### config.mk
export PLATFORM = sky130hd
export DESIGN_NAME = kd45c_useq
export DESIGN_NICKNAME = d
export VERILOG_FILES = /design/src/hdl/kd45c_pkg.sv /design/src/hdl/kd45c_useq.sv
export SDC_FILE = /design/constraint.sdc
export NUM_CORES = 1
export LEC_CHECK = 0
export BUFFER_PORTS_ARGS = -buffer_cell sky130_fd_sc_hd__buf_2
export CAP_MARGIN = 20
export CORE_ASPECT_RATIO = 0.75
export CORE_MARGIN = 2
export CORE_UTILIZATION = 44
export DETAILED_ROUTE_END_ITERATION = 12
export HOLD_SLACK_MARGIN = 0.12
export PLACE_DENSITY = 0.88
export SLEW_MARGIN = 5
export SYNTH_ARGS = -nofsm -noshare
export SYNTH_HDL_FRONTEND = slang
export SYNTH_SLANG_ARGS = --single-unit
### constraint.sdc
create_clock -name i_clk -period 1.9 [get_ports i_clk]
set_input_delay 0.095 -clock i_clk [delete_from_list [all_inputs] [get_ports i_clk]]
set_output_delay 0.095 -clock i_clk [all_outputs]
set_load 0.03 [all_outputs]
### src/hdl/kd45c_pkg.sv
// ============================================================================
// kd45c_pkg
// Shared types, constants and microprogram for the KD45 relation check unit.
// ============================================================================
package kd45c_pkg;

    localparam int MAX_AGENTS_DEF = 8;
    localparam int MAX_WORLDS_DEF = 32;

    localparam int CFG_IDX_W   = 2;
    localparam int CFG_DATA_W  = 6;
    localparam int AGENT_CNT_W = 4;
    localparam int WORLD_CNT_W = 6;
    localparam int CNT_W       = 7;

    localparam logic [CFG_IDX_W-1:0] CFG_AGENT_COUNT = 2'd0;
    localparam logic [CFG_IDX_W-1:0] CFG_WORLD_COUNT = 2'd1;

    localparam logic [1:0] OP_CLEAR = 2'd0;
    localparam logic [1:0] OP_SET   = 2'd1;
    localparam logic [1:0] OP_QUERY = 2'd2;
    localparam logic [1:0] OP_CHECK = 2'd3;

    typedef struct packed {
        logic [1:0] operation;
        logic [2:0] agent;
        logic [4:0] src_world;
        logic [4:0] dst_world;
    } t_in_item;

    typedef struct packed {
        logic related;
        logic kd45_holds;
        logic index_error;
    } t_out_item;

    typedef logic [3:0] t_upc;

    localparam t_upc UA_IDLE      = 4'd0;
    localparam t_upc UA_RW        = 4'd1;
    localparam t_upc UA_EMIT      = 4'd2;
    localparam t_upc UA_CLR       = 4'd3;
    localparam t_upc UA_CLR_END   = 4'd4;
    localparam t_upc UA_CHK_ROW   = 4'd5;
    localparam t_upc UA_CHK_TEST  = 4'd6;
    localparam t_upc UA_CHK_BIT   = 4'd7;
    localparam t_upc UA_CHK_COL   = 4'd8;
    localparam t_upc UA_CHK_CMP   = 4'd9;
    localparam t_upc UA_CHK_VNEXT = 4'd10;
    localparam t_upc UA_CHK_WNEXT = 4'd11;
    localparam t_upc UA_CHK_ANEXT = 4'd12;
    localparam t_upc UA_PASS      = 4'd13;
    localparam t_upc UA_FAIL      = 4'd14;

    typedef enum logic [1:0] {MEM_NONE, MEM_RD, MEM_WR} t_mem_op;
    typedef enum logic [2:0] {AD_IN, AD_ITEM, AD_ROW, AD_COL, AD_CLR} t_addr_sel;
    typedef enum logic {WD_ZERO, WD_SET} t_wdata_sel;
    typedef enum logic [1:0] {CNT_HOLD, CNT_ZERO, CNT_INC} t_cnt_op;
    typedef enum logic [2:0] {
        RES_HOLD, RES_LOAD, RES_REL, RES_HOLDS, RES_BOOT_OFF
    } t_res_op;
    typedef enum logic [3:0] {
        FL_ONE, FL_ACCEPT, FL_CLR_LAST, FL_BOOT, FL_OUT_FREE, FL_ROW_ZERO,
        FL_VBIT, FL_MISMATCH, FL_V_LAST, FL_W_LAST, FL_A_LAST
    } t_flag_sel;
    typedef enum logic {JK_BRANCH, JK_DISPATCH} t_jump;

    typedef struct packed {
        logic       take_in;
        logic       emit;
        t_mem_op    mem_op;
        t_addr_sel  addr_sel;
        t_wdata_sel wdata_sel;
        t_cnt_op    a_op;
        t_cnt_op    w_op;
        t_cnt_op    v_op;
        t_cnt_op    clr_op;
        logic       row_ld;
        t_res_op    res_op;
        t_jump      jump;
        t_flag_sel  flag_sel;
        t_upc       tgt_t;
        t_upc       tgt_f;
    } t_uword;

    typedef struct packed {
        logic       accept;
        logic       out_free;
        logic       clr_last;
        logic       boot;
        logic       row_zero;
        logic       vbit;
        logic       mismatch;
        logic       v_last;
        logic       w_last;
        logic       a_last;
        logic [1:0] in_op;
        logic       in_err;
        logic       vacuous;
    } t_flags;

    function automatic t_upc f_dispatch(input logic [1:0] op, input logic err,
                                        input logic vacuous);
        t_upc pc;
        case (op)
            OP_CLEAR: pc = UA_CLR;
            OP_CHECK: pc = vacuous ? UA_EMIT : UA_CHK_ROW;
            default:  pc = err ? UA_EMIT : UA_RW;
        endcase
        return pc;
    endfunction

    function automatic t_uword f_ucode(input t_upc pc);
        t_uword u;
        u.take_in   = 1'b0;
        u.emit      = 1'b0;
        u.mem_op    = MEM_NONE;
        u.addr_sel  = AD_ITEM;
        u.wdata_sel = WD_ZERO;
        u.a_op      = CNT_HOLD;
        u.w_op      = CNT_HOLD;
        u.v_op      = CNT_HOLD;
        u.clr_op    = CNT_HOLD;
        u.row_ld    = 1'b0;
        u.res_op    = RES_HOLD;
        u.jump      = JK_BRANCH;
        u.flag_sel  = FL_ONE;
        u.tgt_t     = UA_IDLE;
        u.tgt_f     = UA_IDLE;
        case (pc)
            UA_IDLE: begin
                u.take_in  = 1'b1;
                u.mem_op   = MEM_RD;
                u.addr_sel = AD_IN;
                u.a_op     = CNT_ZERO;
                u.w_op     = CNT_ZERO;
                u.v_op     = CNT_ZERO;
                u.clr_op   = CNT_ZERO;
                u.res_op   = RES_LOAD;
                u.jump     = JK_DISPATCH;
                u.tgt_f    = UA_IDLE;
            end
            UA_RW: begin
                u.mem_op    = MEM_WR;
                u.addr_sel  = AD_ITEM;
                u.wdata_sel = WD_SET;
                u.res_op    = RES_REL;
                u.emit      = 1'b1;
                u.flag_sel  = FL_OUT_FREE;
                u.tgt_t     = UA_IDLE;
                u.tgt_f     = UA_RW;
            end
            UA_EMIT: begin
                u.emit     = 1'b1;
                u.flag_sel = FL_OUT_FREE;
                u.tgt_t    = UA_IDLE;
                u.tgt_f    = UA_EMIT;
            end
            UA_CLR: begin
                u.mem_op    = MEM_WR;
                u.addr_sel  = AD_CLR;
                u.wdata_sel = WD_ZERO;
                u.clr_op    = CNT_INC;
                u.flag_sel  = FL_CLR_LAST;
                u.tgt_t     = UA_CLR_END;
                u.tgt_f     = UA_CLR;
            end
            UA_CLR_END: begin
                u.res_op   = RES_BOOT_OFF;
                u.flag_sel = FL_BOOT;
                u.tgt_t    = UA_IDLE;
                u.tgt_f    = UA_EMIT;
            end
            UA_CHK_ROW: begin
                u.mem_op   = MEM_RD;
                u.addr_sel = AD_ROW;
                u.v_op     = CNT_ZERO;
                u.tgt_t    = UA_CHK_TEST;
            end
            UA_CHK_TEST: begin
                u.row_ld   = 1'b1;
                u.flag_sel = FL_ROW_ZERO;
                u.tgt_t    = UA_FAIL;
                u.tgt_f    = UA_CHK_BIT;
            end
            UA_CHK_BIT: begin
                u.flag_sel = FL_VBIT;
                u.tgt_t    = UA_CHK_COL;
                u.tgt_f    = UA_CHK_VNEXT;
            end
            UA_CHK_COL: begin
                u.mem_op   = MEM_RD;
                u.addr_sel = AD_COL;
                u.tgt_t    = UA_CHK_CMP;
            end
            UA_CHK_CMP: begin
                u.flag_sel = FL_MISMATCH;
                u.tgt_t    = UA_FAIL;
                u.tgt_f    = UA_CHK_VNEXT;
            end
            UA_CHK_VNEXT: begin
                u.v_op     = CNT_INC;
                u.flag_sel = FL_V_LAST;
                u.tgt_t    = UA_CHK_WNEXT;
                u.tgt_f    = UA_CHK_BIT;
            end
            UA_CHK_WNEXT: begin
                u.w_op     = CNT_INC;
                u.flag_sel = FL_W_LAST;
                u.tgt_t    = UA_CHK_ANEXT;
                u.tgt_f    = UA_CHK_ROW;
            end
            UA_CHK_ANEXT: begin
                u.a_op     = CNT_INC;
                u.w_op     = CNT_ZERO;
                u.flag_sel = FL_A_LAST;
                u.tgt_t    = UA_PASS;
                u.tgt_f    = UA_CHK_ROW;
            end
            UA_PASS: begin
                u.res_op = RES_HOLDS;
                u.tgt_t  = UA_EMIT;
            end
            UA_FAIL: begin
                u.tgt_t = UA_EMIT;
            end
            default: begin
                u.tgt_t = UA_IDLE;
            end
        endcase
        return u;
    endfunction

endpackage

### src/hdl/kd45c_useq.sv
// ============================================================================
// kd45c_useq
// Microsequencer: step counter, control store and branch/dispatch logic.
// ============================================================================
module kd45c_useq (
    input  logic              i_clk,
    input  logic              i_rst_n,
    input  kd45c_pkg::t_flags i_flags,
    output kd45c_pkg::t_uword o_ctl
);

    kd45c_pkg::t_upc   r_upc;
    kd45c_pkg::t_upc   n_upc;
    kd45c_pkg::t_uword w_uw;
    logic              w_flag;

    assign w_uw  = kd45c_pkg::f_ucode(r_upc);
    assign o_ctl = w_uw;

    always_comb begin
        case (w_uw.flag_sel)
            kd45c_pkg::FL_ONE:      w_flag = 1'b1;
            kd45c_pkg::FL_ACCEPT:   w_flag = i_flags.accept;
            kd45c_pkg::FL_CLR_LAST: w_flag = i_flags.clr_last;
            kd45c_pkg::FL_BOOT:     w_flag = i_flags.boot;
            kd45c_pkg::FL_OUT_FREE: w_flag = i_flags.out_free;
            kd45c_pkg::FL_ROW_ZERO: w_flag = i_flags.row_zero;
            kd45c_pkg::FL_VBIT:     w_flag = i_flags.vbit;
            kd45c_pkg::FL_MISMATCH: w_flag = i_flags.mismatch;
            kd45c_pkg::FL_V_LAST:   w_flag = i_flags.v_last;
            kd45c_pkg::FL_W_LAST:   w_flag = i_flags.w_last;
            kd45c_pkg::FL_A_LAST:   w_flag = i_flags.a_last;
            default:                w_flag = 1'b1;
        endcase
    end

    always_comb begin
        if (w_uw.jump == kd45c_pkg::JK_DISPATCH) begin
            n_upc = i_flags.accept
                  ? kd45c_pkg::f_dispatch(i_flags.in_op, i_flags.in_err, i_flags.vacuous)
                  : w_uw.tgt_f;
        end else begin
            n_upc = w_flag ? w_uw.tgt_t : w_uw.tgt_f;
        end
    end

    // reset enters the store clearing pass
    always_ff @(posedge i_clk) begin
        if (!i_rst_n) begin
            r_upc <= kd45c_pkg::UA_CLR;
        end else begin
            r_upc <= n_upc;
        end
    end

endmodule

### Word level (Yosys, flattened, before mapping)

Cells that the tools add are included.
W data, S select, Z words.

| cells by class | value |
|---|---|
| equality and inequality tests | 25 |
| mux-type cells | 20 |
| reduce and logical (&&, ||, !) cells | 11 |

Operator list:

| operator | number |
|---|---|
| $pmux W4 S9 | 2 |
| $eq A4 B4 Y1 const B | 10 |
| $eq A4 B3 Y1 const B | 8 |
| $pmux W5 S5 | 1 |
| $pmux W4 S6 | 1 |
| $reduce_or A2 Y1 | 9 |
| $eq A4 B2 Y1 const B | 4 |
| $pmux W2 S2 | 4 |
| $mux W4 | 3 |
| $pmux W3 S4 | 1 |
| $pmux W1 S10 | 1 |
| $eq A4 B1 Y1 const B | 2 |
| $pmux W3 S2 | 1 |
| $logic_not A4 Y1 | 1 |
| $mux W1 | 4 |
| $mux W3 | 1 |
| $eq A2 B2 Y1 const B | 1 |
| $logic_not A2 Y1 | 1 |
| $mux W2 | 1 |

| storage, ports and cells | value |
|---|---|
| bits in registers | 4 |
| bits of input ports | 16 |
| output and inout bits | 33 |
| logic and storage cells | 57 |

### Depth between registers and ports, before layout

Gate-level depths: netlist of run 1.

| depth | value |
|---|---|
| depth in word-level cells | 7 |
| depth in mapped cells | 8 |
| gate-level depth less buffers | 6 |

### Least setup slack after synthesis of run 1

OpenSTA, ideal clock, no wires.

| timing path | value |
|---|---|
| path type | register to register |
| start | register r_upc[1] |
| end | register r_upc[2] |
| setup time | 0.167 ns |
| arrival time | 1.680 ns |
| data required time | 1.733 ns |
| setup slack | 0.053 ns |
| cell stages (with the launch flop) | 8 |
| path buffers | 2 |
| clock period less this slack | 1.847 ns |
| cells stage by stage | dfxtp_1 -> buf_4 -> buf_6 -> nand2_2 -> nor2_1 -> a21oi_1 -> a211oi_2 -> a2111oi_2 |

| between the ends | value |
|---|---|
| cells in the longest elaborated chain, start to end | 7 |
| elaborated cells between the ends (all ways) | 40 |
| classes of those cells | eq/ne (24); mux (8); reduce/logical (8) |

Ends and longest elaborated chain:

| element | line | RTL |
|---|---|---|
| start, declared | kd45c_useq.sv:12 | `kd45c_pkg::t_upc r_upc;` |
| start signal, assigned | kd45c_useq.sv:50 | `r_upc <= kd45c_pkg::UA_CLR;` |
| start signal, assigned | kd45c_useq.sv:52 | `r_upc <= n_upc;` |
| $eq A4 B2 Y1 / $eq A4 B1 Y1 (equally long branches) | kd45c_pkg.sv:130 | `case (pc)` |
| $reduce_or A2 Y1 (no source line) | - |  |
| $pmux W4 S9 | kd45c_pkg.sv:130 |  |
| $eq A4 B4 Y1, or another cell as far along | kd45c_useq.sv:21 | `case (w_uw.flag_sel)` |
| $pmux W1 S10 | kd45c_useq.sv:21 |  |
| $mux W4 | kd45c_useq.sv:43 | `n_upc = w_flag ? w_uw.tgt_t : w_uw.tgt_f;` |
| $mux W4 (*) | kd45c_useq.sv:38 | `if (w_uw.jump == kd45c_pkg::JK_DISPATCH) begin` |

Every way passes the cells marked *; elsewhere a longest branch is shown, timed or not.
A chain may end at the register's enable or synchronous reset.

==> qor.yml, run 1 <==
dr.first_iter.drc_count: 29
crit_path_end_kind: "output pin"
top_regs: "r_upc (4)"
rows: 13
vias: 1139
largest_reg_flops: 4
initial_core_util: 0.4872
synth_top_area_cell: "dfxtp_1"
required_ns: 1.80
timing.final.crit_share: 0.9543
hpwl_um: 2205
postCtsHoldBufs: 0
cp-startpoint: "r_upc[3]"
via_per_inst: 5.724
cts_buffers: 3
diodes: 0
final_nets: 197
drcViolationCount: 0
grt.met3_usage: 0.03963
clk_latency_ns: 0.23
r2r-start: "r_upc[1]"
reg2reg_depth: 5
routedWlPerCell_um: 13.95
htreeDepth: 1
top_register: "r_upc"
synth_cell_types: 38
crit_type: "flip-flop to output pin"
grt_pass1_vias: 989
worst_r2r_endpoint: "r_upc[2]"
synth_top_area_frac: 0.09104
finalHoldViolCount: 0
setup_viol: 0
design_area_sq_um: 1152
crit_end: "o_ctl[3]"
synth_warnings: 0
tns_ns: 0
pwr_density_cell_nw_per_um2: 2191
syn_area_per_cell_sq_um: 6.664
synth_nets: 150
arrival_ns: 1.72
busiest_layer: "met2"
io_pins: 49
routabilityCongestion: 0.8976
die_w_um: 55.63
place_area_sq_um: 1115
worst_slew_pin_slew_ns: 0.4745
clock.fmax_ghz: 0.5515
grt_pass1_wl_um: 4312
hp-class: "primary input to flip-flop"
rsz0062_at_grt: "false"
fin_skew_ns: 0.001272
ys_ff_latch: 4
relSlewSlack: 0.6813
ys_seq_area_frac: 0.09104
mostFrequentLayoutCells: "buf_2, nor2_1, a21oi_1"
drt-total-wl_um: 2776
overflow: 0
cts_tree: "yes"
whs_path_depth: 3
outcome: "finished, final reports clean"
track_usage: 0.2275
drtPass1Iterations: 4
worstPathMaxFanout: 21
area_growth_pct: 31.01
p_leak_nw: 0.5990
grt_max_degree: 22
yosys-top-cells-area: "dfxtp_1, a21oi_1, nor2_1"
grt_use_met1: 0.2682
r2r_slack_ns: 0.16
syn_area_sq_um: 879.6
finalCriticalPeriod_ns: 1.813
cts_max_path_buffers: 2
ir_drop_v: 0.001774
synthCells: 132
die_y_um: 42.72
mostFrequentLayoutCell: "buf_2"
cts.sinks: 4
maxCapViolCount: 0
met2_usage: 0.4048
antenna_found_initial: 0
die_area_sq_um: 2376
coreArea_sq_um: 1805
drv_slew: 0
port_buffers: 48
cts_root_buf: "clkbuf_4"
clk_pin_slew_ns: 0.04
cp-start-kind: "flip-flop"
ant_nets: 0
cts_setup_buffers: 0
drive_above_1_share: 0.4237
## worst max-delay path: stages, from the launching register on
cell      delay, ns
dfxtp_2        0.40
buf_6          0.22
nand2b_1       0.11
buf_4          0.17
o21a_1         0.16
nor2_1         0.18
buf_2          0.24
## metal layers
layer	vias to the layer above	wire (um)
met3	11	224
li1	553	-
met5	-	0
met2	64	1376
met1	511	1104
met4	0	71
## where the power goes
group / switching, mW / internal (mW) / total, mW / leakage [nW]
registers: 0.104 / 0.131 / 0.235 / 0.0337
clock network: 0.0345 / 0.0706 / 0.105 / 0.0138
logic: 1.44 / 0.746 / 2.18 / 0.551
## kinds of logic after synthesis
group,after synthesis,synth area share
adders and majority gates,2,0.02844
AOI/OAI and AO/OA,36,0.2973
muxes,2,0.02276
DFF,4,0.09104
xor gates and xnor gates,1,0.009959
and+or+nand+nor,68,0.4196
buffers and inverters,19,0.1309
## through the flow
step | cells | util | total power, mW | setup WS (ns) | hold WS, ns
after floorplan | 132 | - | 1.890 | 0.05313 | 0.2313
after global placement | 196 | 0.6175 | 2.302 | 0.1591 | 0.3650
after detailed placement | 196 | 0.6175 | 2.371 | 0.04310 | 0.3711
after CTS | 199 | 0.6334 | 2.496 | 0.003332 | 0.1298
after global routing | 199 | 0.6383 | 2.691 | 0.0007683 | 0.1631
final | 199 | 0.6383 | 2.525 | 0.08691 | 0.1292
## area by class of cell
cell class / instances / area (sq um)
multi-input combinational: 109 / 690.7
fill: 155 / 653.1
timing repair buffer: 57 / 311.5
clock buffer: 3 / 22.52
tap: 22 / 27.53
inverter: 4 / 15.01
sequential: 4 / 85.08
## how the worst min path moves through the flow
stage	startpoint	end	slack, ns
final	i_flags[13]	r_upc[0]	0.13
after global routing	i_flags[13]	r_upc[0]	0.16
after CTS	i_flags[13]	r_upc[0]	0.13
after detailed placement	i_flags[13]	r_upc[0]	0.37
after global placement	i_flags[13]	r_upc[0]	0.37
after floorplan	i_flags[13]	r_upc[0]	0.23
## Yosys cell counts, drive strengths merged
master   instances
nor2            15
a21oi           12
nand2           11
buf             10
nor2b            8
nor3             8
nand2b           7
o21ai            7
clkbuf           5
nand3            5
dfxtp            4
inv              4
o21a             4
or2              4
nand3b           3
a211oi           2
a21o             2
a31oi            2
and2             2
ha               2
mux2i            2
a2111oi          1
a211o            1
and3             1
and3b            1
nor3b            1
nor4             1
o21bai           1
o22ai            1
o31a             1
o32a             1
o32ai            1
or3              1
xnor2            1
## repair_timing
item / in CTS / in global routing
endpoints found under the setup margin: 3 / 12
gates resized for setup: 2 / 5
pin swaps: 0 / 0
Note: power is estimated with default switching activity, not from simulation.
==> run 2, diff against run 1 <==
Settings changed: CORE_ASPECT_RATIO 0.75 to not set.
==> run 2 against run 1 <==
Effect of this change: sequential power decreased by 2%; critical path type unchanged; cell area grew 0.22%; flip-flop and latch count unchanged; clock power hardly changed; largest power group unchanged; non-clock buffer count unchanged; clock-buffer cell count is the same; critical path depth fell by 1.
==> qor.yml, run 2 (synthesis gave the netlist of run 1 again) <==
cts_max_path_buffers: 2  # unchanged
pwr_density_cell_nw_per_um2: 2136  # -2.5%
grt_max_degree: 19  # -14%
outcome: "finished, final reports clean"
switchingPower_mw: 1.532  # -2.9%
vias: 1071  # -6.0%
hold_start: "i_flags[13]"
clk_pin_slew_ns: 0.04  # about the same
sw_frac_of_total: 0.6213  # -0.003609
crit_type: "flip-flop to output pin"
worst_slew_pin_slew_ns: 0.3309  # -0.1437 ns
diodes: 0  # unchanged
drive_above_1_share: 0.4124  # -0.01130
relSlewSlack: 0.7778  # +0.09649
arrival_ns: 1.72  # about the same
die_w_um: 48.71  # -12%
r2r-start: "r_upc[3]"
fillers: 197  # +27%
cts.sinks: 4  # unchanged
top_register: "r_upc"
finalCriticalPeriod_ns: 1.813  # -0.000007800 ns
antenna_found_initial: 0  # unchanged
drt-total-wl_um: 2489  # -10%
p_leak_nw: 0.6022  # +0.53%
track_usage: 0.2000  # -0.02748
required_ns: 1.80  # about the same
cp-start-kind: "flip-flop"
via_per_inst: 5.250  # -8.3%
p_clk_frac: 0.042  # about the same
port_buffers: 48  # unchanged
cts_root_buf: "clkbuf_4"
place_area_sq_um: 1121  # +0.56%
mostFrequentLayoutCell: "buf_2"
tns_ns: 0  # unchanged
ir_drop_v: 0.001075  # -39%
mostFrequentLayoutCells: "buf_2, nor2_1, a21oi_1"
htreeDepth: 1  # unchanged
timing.final.crit_share: 0.9543  # about the same
rsz0062_at_grt: "false"
rows: 16  # +3
crit_path_end_kind: "output pin"
cts_tree: "yes"
ant_nets: 0  # unchanged
die_area_sq_um: 2373  # -0.15%
clock.fmax_ghz: 0.5515  # about the same
die_y_um: 48.71  # +14%
hold_slack_ns: 0.1452  # +0.01607 ns
postCtsHoldBufs: 0  # unchanged
routedWlPerCell_um: 12.20  # -13%
worstPathMaxFanout: 14  # -33%
cts_buffers: 3  # unchanged
initial_core_util: 0.4577  # -0.02950
cp-startpoint: "r_upc[1]"
io_pins: 49  # unchanged
clk_latency_ns: 0.23  # about the same
power_frac_comb: 0.864  # about the same
internal_power_mw: 0.9340  # -1.4%
design_area_sq_um: 1155  # +0.22%
finalHoldViolCount: 0  # unchanged
setup_viol: 0  # unchanged
grt_pass1_wl_um: 3857  # -11%
final_nets: 197  # unchanged
hp-class: "primary input to flip-flop"
hpwl_um: 2073  # -6.0%
coreArea_sq_um: 1922  # +6.4%
cts_setup_buffers: 0  # unchanged
top_regs: "r_upc (4)"
maxCapViolCount: 0  # unchanged
overflow: 0  # unchanged
grt_pass1_vias: 961  # -2.8%
drv_slew: 0  # unchanged
drcViolationCount: 0  # unchanged
drtPass1Iterations: 4  # unchanged
area_growth_pct: 31.29
seqPwrFrac: 0.094  # about the same
routabilityCongestion: 0.8671  # -3.4%
dr.first_iter.drc_count: 17  # -41%
largest_reg_flops: 4  # unchanged
fin_skew_ns: 0.001731  # +0.0004589 ns
==> run 2: cell counts in the layout (fill, tap and decap cells not counted) <==
No cell type changed its count.
==> run 2: critical path, stage by stage, from the launching register on <==
cell	delay, ns
dfxtp_2	0.46
buf_4	0.25
nor2b_1	0.23
a21oi_1	0.06
o22ai_1	0.24
buf_2	0.25
==> run 2: area by class of cell <==
cell class / count / area [sq um] / share of cell area
sequential: 4 / 83.83 / 0.07259
inverter: 4 / 15.01 / 0.01300
tap: 27 / 33.78 / 0.02925
multi-input combinational: 109 / 691.9 / 0.5991
clock buffer: 3 / 22.52 / 0.01950
timing repair buffer: 57 / 307.8 / 0.2665
==> run 2: final timing paths <==
path         endpoint  slack [ns]  depth (start not counted)
min          r_upc[1]        0.15                          3
max reg2reg  r_upc[2]        0.15                          5
min reg2reg  r_upc[0]        0.81                          4
max          o_ctl[1]        0.09                          5
==> run 2: layer usage <==
metal	vias up	wire length, um	GRT usage
met5	-	0	0
met4	0	0	0.07143
met3	0	140	0.03086
met2	39	1287	0.3790
met1	483	1060	0.2222
li1	549	-	-
==> run 2: stage by stage <==
| stage | util | power, mW | instances | setup slack [ns] |
|---|---|---|---|---|
| floorplan | - | 1.890 | 132 | 0.05313 |
| global placement | 0.5833 | 2.267 | 201 | 0.1606 |
| detailed placement | 0.5833 | 2.336 | 201 | 0.03421 |
| CTS | 0.5977 | 2.456 | 204 | 0.05872 |
| global route | 0.6009 | 2.630 | 204 | 0.006962 |
| finish | 0.6009 | 2.466 | 204 | 0.08692 |
==> run 2: power by group through the flow <==
stage                     registers (mW)  logic, mW  clock network, mW
final                              0.231       2.13              0.103
after floorplan                    0.133       1.76                  0
after global routing               0.239       2.28              0.113
after global placement             0.215       2.05                  0
after detailed placement           0.224       2.11                  0
after CTS                          0.227       2.12              0.106
==> run 2: what timing repair did <==
action / in CTS / in global routing
endpoints found under the hold margin: 0 / 0
setup endpoints to repair: 4 / 3
resized for setup: 3 / 2
==> run 3, diff against run 2 <==
Settings changed: CAP_MARGIN 20 to 40, REMOVE_ABC_BUFFERS set to 1.
==> run 3 against run 2 <==
Effect of this change: critical path depth is the same; clock-buffer cell count is the same; core utilization grew 0.72 points; critical endpoint is now o_ctl[0]; largest power group unchanged.
==> qor.yml, run 3 (synthesis gave the netlist of run 1 again) <==
initial_core_util: 0.4577  # unchanged
ant_nets: 0  # unchanged
pwr_density_cell_nw_per_um2: 2125  # -0.49%
worst_slew_pin_slew_ns: 0.3612  # +0.03032 ns
cts_root_buf: "clkbuf_4"
dr.first_iter.drc_count: 18  # +1
ir_drop_v: 0.001093  # +1.7%
drt-total-wl_um: 2480  # -0.36%
whs_path_depth: 3  # unchanged
maxCapViolCount: 0  # unchanged
antenna_found_initial: 0  # unchanged
routedWlPerCell_um: 12.04  # -1.3%
hp-class: "primary input to flip-flop"
timing.final.crit_share: 0.9284  # -0.02587
fin_skew_ns: 0.005417  # +0.003686 ns
fillers: 199  # +1.0%
vias: 1134  # +5.9%
arrival_ns: 1.67  # -0.05 ns
p_leak_nw: 0.6090  # +1.1%
drcViolationCount: 0  # unchanged
tns_ns: 0  # unchanged
crit_path_end_kind: "output pin"
reg2reg_depth: 6  # +1
clk_pin_slew_ns: 0.04  # about the same
setup_viol: 0  # unchanged
cts_tree: "yes"
dpl.cell_count: 203  # +1.0%
r2r_slack_ns: 0.24  # +0.09 ns
hpwl_um: 2036  # -1.8%
rows: 16  # unchanged
drive_above_1_share: 0.4302  # +0.01774
cts_setup_buffers: 0  # unchanged
mostFrequentLayoutCells: "buf_2, nor2_1, a21oi_1"
outcome: "finished, final reports clean"
grt_max_degree: 16  # -3
clock.fmax_ghz: 0.5669  # +2.8%
final_nets: 199  # +1.0%
port_buffers: 48  # unchanged
top_regs: "r_upc (4)"
overflow: 0  # unchanged
rsz0062_at_grt: "false"
cp-startpoint: "r_upc[1]"
relSlewSlack: 0.7574  # -0.02036
worstPathMaxFanout: 15  # +1
crit_type: "flip-flop to output pin"
largest_reg_flops: 4  # unchanged
drv_slew: 0  # unchanged
die_w_um: 48.71  # unchanged
grt_pass1_vias: 988  # +2.8%
mostFrequentLayoutCell: "buf_2"
cts.sinks: 4  # unchanged
area_growth_pct: 32.86
finalCriticalPeriod_ns: 1.764  # -0.04914 ns
track_usage: 0.2067  # +0.006740
critPathBufInv: 2  # unchanged
cp_top_family: "buffers and inverters"
cts_max_path_buffers: 2  # unchanged
r2r-start: "r_upc[1]"
cts_buffers: 3  # unchanged
finalHoldViolCount: 0  # unchanged
path_cells: "buf_4, nor2b_1, o21a_1, o21bai_1, buf_2"
cts_resized: 1  # -2
top_register: "r_upc"
final_cells: 206  # +0.98%
crit_path_top_delay_cell: "dfxtp_2"
via_per_inst: 5.505  # +4.9%
die_area_sq_um: 2373  # unchanged
diodes: 0  # unchanged
drtPass1Iterations: 4  # unchanged
die_y_um: 48.71  # unchanged
hold_start: "i_flags[13]"
coreArea_sq_um: 1922  # unchanged
cpPeakStageDelay_ns: 0.42  # -0.04 ns
io_pins: 49  # unchanged
routabilityCongestion: 0.9494  # +9.5%
clk_latency_ns: 0.24  # about the same
hold_path_end: "r_upc[0]"
worst_r2r_endpoint: "r_upc[2]"
cp-start-kind: "flip-flop"
grt_pass1_wl_um: 3967  # +2.9%
postCtsHoldBufs: 0  # unchanged
required_ns: 1.80  # about the same
htreeDepth: 1  # unchanged
-- run 3: layout make-up --
cell class,instances,area (sq um),share of cell area
Multi-Input combinational cell,109,689.4,0.5899
Clock buffer,3,22.52,0.01927
Timing Repair Buffer,59,322.8,0.2762
Tap cell,27,33.78,0.02891
Sequential cell,4,85.08,0.07281
Inverter,4,15.01,0.01285
-- run 3: how the worst max path moves through the flow --
| stage | end | cells after the start |
|---|---|---|
| after floorplan | r_upc[2] | 3 |
| after global placement | r_upc[2] | 6 |
| after detailed placement | r_upc[2] | 6 |
| after CTS | o_ctl[0] | 5 |
| after global routing | o_ctl[0] | 5 |
| final | o_ctl[0] | 5 |
-- run 3: worst reg2reg max path: cells and delay by family (launching register included) --
| kind | cells | cell delay, ns |
|---|---|---|
| buffers and inverters | 1 | 0.24 |
| AOI/OAI and AO/OA | 4 | 0.67 |
| and+or+nand+nor | 1 | 0.23 |
| DFF | 1 | 0.42 |
-- run 3: stage by stage --
step	cell area (sq um)	power [mW]	utilization	setup WS, ns	hold WS, ns
2_1_floorplan	779.5	1.745	-	-0.6725	0.2313
3_3_place_gp	1136	2.292	0.5911	0.2270	0.3547
3_5_place_dp	1136	2.346	0.5911	0.1408	0.3702
4_1_cts	1161	2.471	0.6042	0.007184	0.1277
5_1_grt	1169	2.658	0.6081	0.009940	0.1343
6_report	1169	2.483	0.6081	0.1361	0.1297
-- run 3: power by group --
part	leakage [nW]	internal (mW)	total [mW]	switching, mW
sequential	0.0337	0.131	0.218	0.0871
combinational	0.561	0.752	2.16	1.41
clock	0.0138	0.0708	0.108	0.0370
-- run 3: per-layer routing --
metal / global-route usage / vias up / share of wire
met5: 0 / - / 0
met4: 0.09048 / 0 / 0.015
met3: 0.04630 / 6 / 0.065
met2: 0.3676 / 50 / 0.51
met1: 0.2344 / 524 / 0.41
li1: - / 554 / -
